--- src/polygon_closest_segment_hit_defines.svh ---
// Assertion macros for the polygon closest segment hit block.
// Included by files that carry concurrent checks; needs a clock i_clk and reset i_rst_n.
`ifndef POLYGON_CLOSEST_SEGMENT_HIT_DEFINES_SVH
`define POLYGON_CLOSEST_SEGMENT_HIT_DEFINES_SVH
`ifndef SYNTHESIS
// same-cycle implication
`define PCSH_ASSERT_IMP(lbl, ante, cons, msg) \
    lbl: assert property (@(posedge i_clk) disable iff (!i_rst_n) (ante) |-> (cons)) \
        else $error(msg);
// next-cycle implication
`define PCSH_ASSERT_NXT(lbl, ante, cons, msg) \
    lbl: assert property (@(posedge i_clk) disable iff (!i_rst_n) (ante) |=> (cons)) \
        else $error(msg);
`else
`define PCSH_ASSERT_IMP(lbl, ante, cons, msg)
`define PCSH_ASSERT_NXT(lbl, ante, cons, msg)
`endif
`endif

--- src/pcsh_pkg.sv ---
// Shared types and constants for the polygon closest segment hit block.
// No dependencies; imported by every module of the block.
package pcsh_pkg;

    localparam int MAX_VERTICES_DEF = 64;
    localparam int COORD_BITS_DEF   = 16;
    localparam int FIX_FRAC         = 8;
    localparam int DRAIN_CYCLES     = 8;
    localparam logic [33:0] AREA_CAP = 34'h2_0000_0000;

    typedef enum logic [1:0] {
        KIND_CLEAR  = 2'd0,
        KIND_APPEND = 2'd1,
        KIND_QUERY  = 2'd2,
        KIND_REPORT = 2'd3
    } t_kind;

    typedef enum logic [2:0] {
        S_IDLE,
        S_FETCH,
        S_DRAIN,
        S_DIVPREP,
        S_DIV,
        S_OUT
    } t_state;

    typedef struct packed {
        logic [1:0]         kind;
        logic signed [15:0] x_a;
        logic signed [15:0] y_a;
        logic signed [15:0] x_b;
        logic signed [15:0] y_b;
    } t_in_item;

    typedef struct packed {
        logic               hit;
        logic [5:0]         edge_index;
        logic signed [23:0] point_x;
        logic signed [23:0] point_y;
        logic [33:0]        area_twice;
        logic               clockwise;
    } t_out_item;

    // flags that travel with an edge from the edge cell to the pick cell
    typedef struct packed {
        logic valid;
        logic close;
        logic cand;
    } t_edge_flags;

endpackage

--- src/pcsh_vstore.sv ---
// Vertex memory: one write port, one registered read port.
// Uses pcsh_pkg for parameter defaults.
module pcsh_vstore #(
    parameter int MAX_V = pcsh_pkg::MAX_VERTICES_DEF,
    parameter int CW    = pcsh_pkg::COORD_BITS_DEF
) (
    input  logic                     i_clk,
    input  logic                     i_rst_n,
    input  logic                     i_wr_en,
    input  logic [$clog2(MAX_V)-1:0] i_wr_addr,
    input  logic [CW-1:0]            i_wr_x,
    input  logic [CW-1:0]            i_wr_y,
    input  logic                     i_rd_en,
    input  logic [$clog2(MAX_V)-1:0] i_rd_addr,
    input  logic                     i_rd_close,
    output logic                     o_rd_valid,
    output logic                     o_rd_close,
    output logic [CW-1:0]            o_rd_x,
    output logic [CW-1:0]            o_rd_y
);
    import pcsh_pkg::*;

    logic [CW-1:0] r_mem_x [MAX_V];
    logic [CW-1:0] r_mem_y [MAX_V];

    // write port
    always_ff @(posedge i_clk) begin
        if (i_wr_en) begin
            r_mem_x[i_wr_addr] <= i_wr_x;
            r_mem_y[i_wr_addr] <= i_wr_y;
        end
    end

    // registered read
    always_ff @(posedge i_clk) begin
        if (i_rd_en) begin
            o_rd_x <= r_mem_x[i_rd_addr];
            o_rd_y <= r_mem_y[i_rd_addr];
        end
        o_rd_close <= i_rd_close;
    end

    always_ff @(posedge i_clk) begin
        if (!i_rst_n) begin
            o_rd_valid <= 1'b0;
        end else begin
            o_rd_valid <= i_rd_en;
        end
    end

endmodule

--- config.mk ---
export PLATFORM = sky130hd
export DESIGN_NAME = pcsh_vstore
export DESIGN_NICKNAME = d
export VERILOG_FILES = /design/src/polygon_closest_segment_hit_defines.svh /design/src/pcsh_pkg.sv /design/src/pcsh_vstore.sv
export SDC_FILE = /design/constraint.sdc
export NUM_CORES = 2
export LEC_CHECK = 0
export BUFFER_PORTS_ARGS = -buffer_cell sky130_fd_sc_hd__buf_2
export CELL_PAD_IN_SITES_DETAIL_PLACEMENT = 0
export CELL_PAD_IN_SITES_GLOBAL_PLACEMENT = 1
export CORE_UTILIZATION = 51
export CTS_CLUSTER_DIAMETER = 120
export CTS_CLUSTER_SIZE = 12
export DETAILED_ROUTE_END_ITERATION = 8
export GPL_TIMING_DRIVEN = 0
export PLACE_DENSITY = 0.82
export SLEW_MARGIN = 20
export SYNTH_ARGS = -nofsm -noshare
export SYNTH_HDL_FRONTEND = slang
export SYNTH_SLANG_ARGS = --single-unit
--- constraint.sdc ---
create_clock -name i_clk -period 2.8 [get_ports i_clk]
set_input_delay 0.28 -clock i_clk [delete_from_list [all_inputs] [get_ports i_clk]]
set_output_delay 0.28 -clock i_clk [all_outputs]
set_load 0.03 [all_outputs]
# --- Word level (Yosys, flattened, before mapping) ---
# Memory sizes are Yosys's and may differ from the RTL's. A register that Yosys moved wholly into a read port is not among the register bits.
# Cells that the tools add are included.
totals:
  regBits: 2
  latchBits: 0
  mem_bits_rw: 2048
  rom_bits: 0
  mem_count: 2
classes:
  add_sub_neg: 0
  multipliers: 0
  div_mod_pow: 0
  magnitude_cmp: 0
  n_eq_ne: 0
  n_shift: 0
  muxes: 2
  n_bitwise: 0
  n_reduce_logical: 0
mem_list:
  columns: ["name", "words", "width", "read_ports", "rd_ports_with_merged_regs", "write_ports", "line_no", "text"]
  rows:
  - ["r_mem_x", 64, 16, 1, 1, 1, "pcsh_vstore.sv:23", "logic [CW-1:0] r_mem_x [MAX_V];"]
  - ["r_mem_y", 64, 16, 1, 1, 1, "pcsh_vstore.sv:24", "logic [CW-1:0] r_mem_y [MAX_V];"]
ops:
  columns: ["operator", "n"]
  rows:
  - ["1-bit two-way mux", 2]

# --- Depth between registers and ports, before layout ---
logic_depth:
  word_depth: 2
  depth_mapped: 10

# --- Worst setup path after synthesis ---
# Ideal clock, no wire load.
synth_timing:
  path_kind: "input to register"
  startpoint: "input port i_wr_addr[4]"
  endpoint: "memory r_mem_x[16][0] in the netlist's numbering, enable pin"
  setup_time_ps: 421
  arrival_ps: 2469
  required_time_ps: 2379
  path_slack_ps: -90
  cell_stages: 4
  path_buffers: 2
  path_cell_list: "clkbuf_1 or3b_2 clkbuf_1 nor2_1"
synth_rtl:
  columns: ["item", "line_no", "text"]
  rows:
  - ["from (decl)", "pcsh_vstore.sv:10", "input logic [$clog2(MAX_V)-1:0] i_wr_addr,"]
  - ["to (decl)", "pcsh_vstore.sv:23", null]
# Straight into the memory's write port.

==> flow_summary.ini <==
[routing]
finalWirelength_um = 224000
routedWlPerCell_um = 38.4
antenna_left = 0
num_vias = 40337
drtIter0Drc = 7230
route.detailed.drc = 0
drt_first_pass_iters = 6
via_per_inst = 6.92

[sta]
tightest_slew_ps = 1260
max_freq_mhz = 337
finalCritPeriodShare_pct = 106
holdWs_ps = 11.0
slew_violations = 0
timing.final.ws_setup_ps = -164
fin_skew_ps = 33.2
finalCriticalPeriod_ps = 2960
hold_viol = 0
setup_viol = 16
max-slew-margin-rel_pct = 15.7

[cts]
postCtsSetupBuffers = 0
clk_path_buf_depth = 3
h-tree-depth = 4
clock_latency_ps = 840
path_clk_slew_ps = 60
cts.sinks = 2082
cts_tree = yes
cts_inserted_buffers = 191
cts_root_buf = clkbuf_16

[worst_setup_path]
cp_num_buf_inv = 3
rr_endpoint = o_rd_y[6]
worstRegToRegCells = 4
cp_slowest_stage_delay_ps = 1070
crit_fanout = 10
critPathCaptureType = flop
crit_path_start_kind = input pin
cpMostUsedCell = buf_2
crit_arrival_ps = 3640
crit_chain = buf_2 > buf_2 > clkdlybuf4s15_1 > mux4_2 > o22ai_1 > nor4_1 > o22a_1
slowest_stage = nor4_1
critPathKind = input pin to flop
ff2ff_setup_slack_ps = 170
reg2reg_from = r_mem_y[39][6]
cp.required_ps = 3480
path_delay_family = buffers and inverters

[yosys]
syn_area_um2 = 78700
synthDistinctLibCells = 46
synth.largest_area_cell = edfxtp_1
ys_seq_area_share_pct = 79.4
avgSynthCellArea_um2 = 23.3
synth.area.top_cells = edfxtp_1 79%, mux4_2 14%, mux2i_1 1.2%
async_reset_ff_share_pct = 0
yosys_warnings = 0
ys.flop_type = edfxtp_1
syn_inst = 3376
synth_edf_count = 2080
synth.top_cell.area_share_pct = 79.4
synth_commonest_cells = 2080 x edfxtp_1, 484 x mux4_2, 117 x o22ai_1
synth_nets = 3425
synth-seq-cells = 2082
yosysMostFrequentCell = edfxtp_1

[floorplanning]
coreArea_um2 = 153000
die_y_um = 395
num_rows = 143
chipWidth_um = 395
dieArea_um2 = 156000
num_io_pins = 83
initial_core_util_pct = 51.6

[finish]
fin_nets = 3810
utilization_pct = 58.9
drive_gt1_share_pct = 28.6
area_growth_pct = 14.2

[global_routing]
grt_first_pass_wirelength_um = 308000
grtUsageTotal_pct = 28.8
grt_max_degree = 65
overflow = 0
antenna_found_initial = 11
grt_pass1_vias = 39195

[power_and_ir_drop]
p_per_area_nw_per_um2 = 684
ir_drop_mv = 0.674
p_leak_nw = 27.8

[place]
portBuffers = 78
dp_hpwl_um = 144000
gp_congestion = 0.907

[run]
drv_cap = 0

[hold_path]
min_path_type = input pin to flop
whs_path_depth = 1
min_to = r_mem_x[50][6]
hp-start = i_wr_x[6]

[status]
violations = setup timing
outcome = finished, violations left
## logic make-up after synthesis
family	synth area share, %
DFF	79.4
muxes	15.2
AOI/OAI and AO/OA	2.85
and+or+nand+nor	1.25
buffers and inverters	1.35
## per-layer routing
metal  vias up  track usage (%)  routed length, um
met5         -                0                 57
met4         8             14.7              12900
met3       562             8.17              30100
met2      3344             43.3             103000
met1     21155             38.7              78300
li1      15268                -                  -
## per-stage QoR
stage	area, um2	setup WS, ps	cells	setup TNS, ps	power [W]
floorplan	78700	-89.7	3376	-22960	0.0370
global placement	81600	-2140	5484	-3555410	0.0387
detailed placement	84400	-1290	5584	-39970	0.0389
CTS	89700	41.0	5819	0	0.0615
global route	89800	-0.500	5825	-0.500	0.0627
finish	89900	-164	5832	-1170	0.0615
## sequential cells by signal, summed over array words and instances, names as in the netlist
name,flops
o_rd_valid,1
r_mem_x,1024
o_rd_x,16
o_rd_y,16
r_mem_y,1024
o_rd_close,1
## power breakdown
group / leakage [nW] / switching, W / internal, W
combinational: 6.51 / 0.00251 / 0.00120
sequential: 18.8 / 0.0000654 / 0.0346
clock: 2.51 / 0.0109 / 0.0123
## worst max path at each step
stage	start	end	cells after the start
floorplan	i_wr_addr[4]	r_mem_x[16][0]	4
global placement	i_wr_addr[4]	r_mem_y[22][12]	4
detailed placement	i_rd_addr[3]	o_rd_y[0]	8
CTS	i_rd_addr[2]	o_rd_y[3]	9
global route	i_rd_addr[2]	o_rd_y[7]	8
finish	i_rd_addr[1]	o_rd_x[6]	7
## layout make-up
cell class	count	area, um2
Buffer	180	1100
Fill cell	10195	62800
Antenna cell	8	20.0
Inverter	3	11.3
Timing Repair Buffer	192	2760
Sequential cell	2082	62500
Tap cell	2030	2540
Clock buffer	211	4880
Multi-Input combinational cell	1111	15800
Clock inverter	15	262
## repair_timing
item / 4_1_cts / 5_1_grt
setup endpoints to repair: 22 / 13
resized for setup: 19 / 21
hold endpoints to repair: 73 / 22
hold buffers: 9 / 3
## cell usage in the layout, fill, tap and decap left out, types with 9 or more instances in the layout
cell / n
a211oi_1: 15
a21oi_1: 44
a221oi_1: 9
a22o_1: 13
a22oi_1: 49
buf_1: 10
buf_12: 56
buf_16: 38
buf_2: 91
buf_4: 70
buf_6: 15
clkbuf_1: 79
clkbuf_16: 192
clkbuf_2: 12
dlygate4sd3_1: 12
edfxtp_1: 2080
mux2i_1: 96
mux4_2: 484
nand2_1: 23
nand3_1: 16
nor2_1: 18
nor2_4: 64
nor2b_1: 11
nor3_1: 20
nor4_2: 14
o221ai_1: 29
o22a_1: 19
o22ai_1: 114
(Power assumes the default switching activity.)
