==> config.mk <==
export PLATFORM = sky130hd
export DESIGN_NAME = pcsh_div
export DESIGN_NICKNAME = d
export VERILOG_FILES = /design/src/polygon_closest_segment_hit_defines.svh /design/src/pcsh_pkg.sv /design/src/pcsh_div.sv
export SDC_FILE = /design/constraint.sdc
export NUM_CORES = 1
export LEC_CHECK = 0
export BUFFER_PORTS_ARGS = -buffer_cell sky130_fd_sc_hd__buf_4
export CAP_MARGIN = 0
export CORE_MARGIN = 2
export CORE_UTILIZATION = 55
export DETAILED_ROUTE_END_ITERATION = 10
export MAX_ROUTING_LAYER = met4
export PLACE_DENSITY = 0.78
export SYNTH_ARGS = -nofsm -noshare
export SYNTH_HDL_FRONTEND = slang
export SYNTH_SLANG_ARGS = --single-unit
export TNS_END_PERCENT = 5
==> constraint.sdc <==
create_clock -name i_clk -period 3.8 [get_ports i_clk]
set_clock_uncertainty 0.1 [all_clocks]
set_input_delay 0.76 -clock i_clk [delete_from_list [all_inputs] [get_ports i_clk]]
set_output_delay 0.76 -clock i_clk [all_outputs]
set_load 0.02 [all_outputs]
==> src/polygon_closest_segment_hit_defines.svh <==
// Assertion macros for the polygon closest segment hit block.
// Included by files that carry concurrent checks; needs a clock i_clk and reset i_rst_n.
`ifndef POLYGON_CLOSEST_SEGMENT_HIT_DEFINES_SVH
`define POLYGON_CLOSEST_SEGMENT_HIT_DEFINES_SVH
`ifndef SYNTHESIS
// same-cycle implication
`define PCSH_ASSERT_IMP(lbl, ante, cons, msg) \
    lbl: assert property (@(posedge i_clk) disable iff (!i_rst_n) (ante) |-> (cons)) \
        else $error(msg);
// next-cycle implication
`define PCSH_ASSERT_NXT(lbl, ante, cons, msg) \
    lbl: assert property (@(posedge i_clk) disable iff (!i_rst_n) (ante) |=> (cons)) \
        else $error(msg);
`else
`define PCSH_ASSERT_IMP(lbl, ante, cons, msg)
`define PCSH_ASSERT_NXT(lbl, ante, cons, msg)
`endif
`endif

==> src/pcsh_pkg.sv <==
// Shared types and constants for the polygon closest segment hit block.
// No dependencies; imported by every module of the block.
package pcsh_pkg;

    localparam int MAX_VERTICES_DEF = 64;
    localparam int COORD_BITS_DEF   = 16;
    localparam int FIX_FRAC         = 8;
    localparam int DRAIN_CYCLES     = 8;
    localparam logic [33:0] AREA_CAP = 34'h2_0000_0000;

    typedef enum logic [1:0] {
        KIND_CLEAR  = 2'd0,
        KIND_APPEND = 2'd1,
        KIND_QUERY  = 2'd2,
        KIND_REPORT = 2'd3
    } t_kind;

    typedef enum logic [2:0] {
        S_IDLE,
        S_FETCH,
        S_DRAIN,
        S_DIVPREP,
        S_DIV,
        S_OUT
    } t_state;

    typedef struct packed {
        logic [1:0]         kind;
        logic signed [15:0] x_a;
        logic signed [15:0] y_a;
        logic signed [15:0] x_b;
        logic signed [15:0] y_b;
    } t_in_item;

    typedef struct packed {
        logic               hit;
        logic [5:0]         edge_index;
        logic signed [23:0] point_x;
        logic signed [23:0] point_y;
        logic [33:0]        area_twice;
        logic               clockwise;
    } t_out_item;

    // flags that travel with an edge from the edge cell to the pick cell
    typedef struct packed {
        logic valid;
        logic close;
        logic cand;
    } t_edge_flags;

endpackage

==> src/pcsh_div.sv <==
// Restoring divider, one quotient bit per cycle, for the hit point.
// Uses pcsh_pkg only through the import convention of the block.
module pcsh_div #(
    parameter int NW = 57,
    parameter int DW = 33
) (
    input  logic          i_clk,
    input  logic          i_rst_n,
    input  logic          i_start,
    input  logic [NW-1:0] i_num,
    input  logic [DW-1:0] i_den,
    output logic          o_done,
    output logic [NW-1:0] o_q,
    output logic          o_rem_nz
);
    import pcsh_pkg::*;

    localparam int CNTW = $clog2(NW + 1);

    logic [NW-1:0]   r_num;
    logic [DW-1:0]   r_den, r_rem;
    logic [CNTW-1:0] r_cnt;
    logic            r_run;
    logic [DW:0]     w_sh, w_diff;
    logic            w_ge;

    assign w_sh   = {r_rem, r_num[NW-1]};
    assign w_diff = w_sh - {1'b0, r_den};
    assign w_ge   = (w_sh >= {1'b0, r_den});

    // iteration control
    always_ff @(posedge i_clk) begin
        if (!i_rst_n) begin
            r_run  <= 1'b0;
            r_cnt  <= '0;
            o_done <= 1'b0;
        end else begin
            o_done <= 1'b0;
            if (i_start) begin
                r_run <= 1'b1;
                r_cnt <= CNTW'(NW);
            end else if (r_run) begin
                r_cnt <= r_cnt - 1'b1;
                if (r_cnt == CNTW'(1)) begin
                    r_run  <= 1'b0;
                    o_done <= 1'b1;
                end
            end
        end
    end

    // datapath
    always_ff @(posedge i_clk) begin
        if (i_start) begin
            r_num <= i_num;
            r_den <= i_den;
            r_rem <= '0;
            o_q   <= '0;
        end else if (r_run) begin
            r_num <= {r_num[NW-2:0], 1'b0};
            r_rem <= w_ge ? w_diff[DW-1:0] : w_sh[DW-1:0];
            o_q   <= {o_q[NW-2:0], w_ge};
        end
    end

    assign o_rem_nz = (r_rem != '0);

endmodule

; Word level (Yosys, flattened, before mapping)
; Cells that the tools add are included.
; W data, S select, Z words.
[op_classes]
addsub = 2
multipliers = 0
n_div = 0
magnitude_cmp = 1
n_eq_ne = 1
n_shift = 0
mux = 9
bitwise = 2
reduce_logical = 4
[op_table]
columns = op, n
row1 = $mux W57, 2
row2 = $ge A34 B33 Y1, 1
row3 = $mux W33, 1
row4 = $reduce_bool A33 Y1, 1
row5 = $sub A33 B33 Y33, 1
row6 = $mux W6, 2
row7 = $eq A6 B1 Y1 const B, 1
row8 = $sub A6 B1 Y6 const B, 1
row9 = $mux W1, 4
row10 = $reduce_or A3 Y1, 1
row11 = $not A1 Y1, 2
row12 = $reduce_bool A2 Y1, 1
row13 = $reduce_or A2 Y1, 1
[word_totals]
regBits = 188
latchBits = 0
ramBits = 0
mem_bits_ro = 0
output_inout_bits = 59
n_memories = 0

; Longest topological paths before layout
[depth]
depth_word = 4
depth_mapped = 14

; Worst setup path after synthesis
; Ideal clock, no wire load.
[synth_timing]
kind = input -> register
startpoint = input i_start
endpoint = register r_num[0] (enable)
arrival_ns = 2.458
path_slack_ns = 0.831
stages = 4
n_path_buf = 2
path_cell_list = clkbuf_1 > clkbuf_1 > nor2_1 > inv_1
[synth_via]
elab_chain_len = 1
[synth_rtl]
columns = element, line
row1 = "start, declared", pcsh_div.sv:9  ; input logic i_start,
row2 = $reduce_bool A2 Y1 (no source line), -
row3 = "end signal, assigned", pcsh_div.sv:55  ; r_num <= i_num;
row4 = "end signal, assigned", pcsh_div.sv:60  ; r_num <= {r_num[NW-2:0], 1'b0};
row5 = "end, declared", pcsh_div.sv:20  ; logic [NW-1:0] r_num;
; Every way passes these cells.
; A chain may end at the register's enable or synchronous reset.

; Worst setup path in the final report
[layout_timing]
startpoint = register r_num[56]
endpoint = register r_rem[24]
[layout_via]
elab_chain_len = 2
elab_cells_between_ends = 3
classes_between = add/sub: 1 / order compare: 1 / mux: 1
[layout_rtl]
columns = element, line
row1 = $sub A33 B33 Y33 / $ge A34 B33 Y1 (equally long branches), "pcsh_div.sv:28, pcsh_div.sv:29"
row2 = $mux W33 (*), pcsh_div.sv:61  ; r_rem <= w_ge ? w_diff[DW-1:0] : w_sh[DW-1:0];
row3 = "end signal, assigned", pcsh_div.sv:61
row4 = "end, declared", pcsh_div.sv:21  ; logic [DW-1:0] r_den, r_rem;
; Mark *: on every way between the ends. The rest lies on a longest branch, timed or not.

==> results.cfg <==
[outcome]
status = finished clean

[logic_synthesis]
synthDominantCellAreaShare_pct = 29.6
syn-num-nets = 973
ys_warn_count = 0
syn_inst = 844
postSynthAreaPerCell_sq_um = 10.8
synthMostInstantiatedCell = nor2_1
post-synth-top-area-cell = edfxtp_1
async_flop_share_pct = 0
synth_common_cells = nor2_1 (122), dfxtp_1 (98), edfxtp_1 (90), mux2i_1 (67), mux2_2 (58)
synth_edf_count = 90
synth-seq-cells = 188
synth.distinct_cells = 60
syn_area_sq_um = 9130
yosysSeqAreaShare_pct = 51.1
synth_ff_type = dfxtp_1
synth_area_leaders = edfxtp_1 (30%), dfxtp_1 (21%), mux2i_1 (7.3%)

[timing]
rsz0062_at_grt = false
fin_crit_sh_pct = 86.3
final.setup.tns_ns = 0
slew_headroom_pct = 48.5
period_minus_slack_ns = 3.28
finalSetupViolations = 0
tightest_slew_ns = 0.772
hold_viol = 0
slew_violations = 0
fmax_mhz = 305

[routing]
wl_per_cell_um = 15.4
wl_met3_um = 888
met1_length_um = 8450
routed_via_density = 5.40
wl_met2_um = 8990
top_layer_used = met4
num_vias = 6573
ant_nets = 0
drtPass1Iterations = 5
routed_wl_um = 18700
drc = 0
drt_iter0_drc = 415

[grt]
grt_pass1_vias = 6426
grt_max_degree = 83
grt_pass1_wl_um = 31000
antenna_found_initial = 0
overflow = 0
grtUsageTotal_pct = 22.6

[cts]
post_cts_buffers = 0
cts_made_buffers = 17
clock-root-buffer = clkbuf_16
cts_hold_buf = 0
cts.sinks = 188
cts_tree = built
clk_latency_ns = 0.44
htree_levels = 4
cts.path.max_buffers = 2
cts_resized = 0
clkTransAtPathRegs_ns = 0.08

[setup_path]
cp-endpoint = r_rem[24]
timing.rr.end = r_rem[24]
crit_fanout = 12
crit_cells = 13
end_kind = flop
path_delay_family = compound AO/OA/AOI/OAI gates
r2r_cells = 13
cp_cell_sequence = inv_1 > ha_1 > inv_1 > fa_1 > a21o_1 > a221o_1 > a21oi_1 > o21a_1 > o21ai_1 > a21boi_4 > buf_4 > mux2i_1 > a211oi_1
worst_path_max_delay_cell = fa_1
worstSetupStartpointType = flop
critPathKind = flop to flop
r2r_setup_slack_ns = 0.52
arrival_ns = 3.45
crit_start = r_num[56]
r2r_start = r_num[56]
cp.buffers_inverters = 3
max_stage_delay_ns = 0.40
cpMostUsedCell = inv_1
worstPathRequired_ns = 3.97

[min_path]
min_path_cells = 1
min_path_type = input port to flop

[finish]
fin_util_pct = 67.6
finalNetCount = 1113
syn2layout_area_growth_pct = 21.5
n_fill_cell = 1286
antenna_cells = 0
drive_above_1_share_pct = 26.3

[pwr]
vdd_drop_max_mv = 0.334
p_leak_nw = 4.80
p_per_area_nw_per_um2 = 442

[placement]
io_buffers = 151
gp_congestion = 0.904
hpwl_um = 13000

[die]
die_h_um = 133
initial_core_util_pct = 55.6
core-area_sq_um = 16400
pin_count = 152
die-area_sq_um = 17600
dieWidth_um = 133
rows = 47

[flow_run]
drv_cap = 0
-- routing by layer --
| layer | GRT usage, % | vias to the layer above |
|---|---|---|
| met2 | 36.3 | 143 |
| met5 | - | - |
| met3 | 5.59 | 30 |
| met1 | 27.5 | 3078 |
| met4 | 8.72 | 0 |
| li1 | - | 3322 |
-- flip-flops by register name, indices dropped and copies added, names as in the netlist --
| signal | flops |
|---|---|
| o_done | 1 |
| o_q | 57 |
| r_cnt | 6 |
| r_den | 33 |
| r_num | 57 |
| r_rem | 33 |
| r_run | 1 |
-- layout by cell type (no fill, tap or decap), drive strengths merged, types with 2 or more instances in the layout --
cell type / count
buf: 161
a22oi: 3
mux2: 58
ha: 35
a21boi: 4
mux2i: 67
o211ai: 5
a211oi: 25
nor2b: 3
o2111ai: 2
clkbuf: 17
a31oi: 4
nand2: 35
a21oi: 54
a21o: 14
a221o: 2
and2: 5
inv: 51
nand4b: 2
and3: 5
nor2: 122
o31ai: 2
dfxtp: 98
nand3: 5
or2: 2
o21bai: 5
o21ai: 21
o21a: 9
o41ai: 2
xnor2: 14
nand2b: 4
xor2: 19
nand4: 8
nor3: 9
clkinv: 7
nor4: 10
edfxtp: 90
-- final cells by class --
type | count | area (sq um) | share of cell area (%)
sequential | 188 | 4670 | 42.1
tap | 220 | 275 | 2.48
clock inverter | 15 | 199 | 1.79
multi-input combinational | 571 | 4110 | 37.1
inverter | 45 | 169 | 1.52
timing repair buffer | 161 | 1240 | 11.2
clock buffer | 17 | 425 | 3.84
-- cell families after synthesis --
group,count (synthesis),synth area share [%]
flops,188,51.1
xor+xnor,33,3.17
buf+inv,85,3.84
simple gates,215,10.4
compound gates,162,12.0
mux,125,14.5
fa+ha+maj,36,5.02
-- power breakdown --
group / internal [mW] / leakage [nW] / switching (mW)
Combinational: 0.349 / 2.81 / 0.386
Sequential: 2.26 / 1.69 / 0.0781
Clock: 0.952 / 0.299 / 0.875
-- worst min-delay path by stage --
stage	start	endpoint
2_1_floorplan	r_cnt[1]	r_cnt[1]
3_3_place_gp	o_q[0]	o_q[0]
3_5_place_dp	o_q[0]	o_q[0]
4_1_cts	i_den[3]	r_den[3]
5_1_grt	i_den[4]	r_den[4]
6_report	i_den[6]	r_den[6]
-- metrics by stage --
stage,power (mW),hold slack (ns),cell area [sq um],std cells,setup WS (ns)
6_report,4.91,0.391,11100,1217,0.520
5_1_grt,5.12,0.369,11100,1217,0.269
4_1_cts,4.94,0.377,11100,1217,0.523
3_5_place_dp,3.11,0.384,10500,1185,0.550
3_3_place_gp,3.10,0.379,10500,1185,0.656
2_1_floorplan,2.90,0.368,9130,844,0.831
Note: power is estimated with default switching activity, not from simulation.
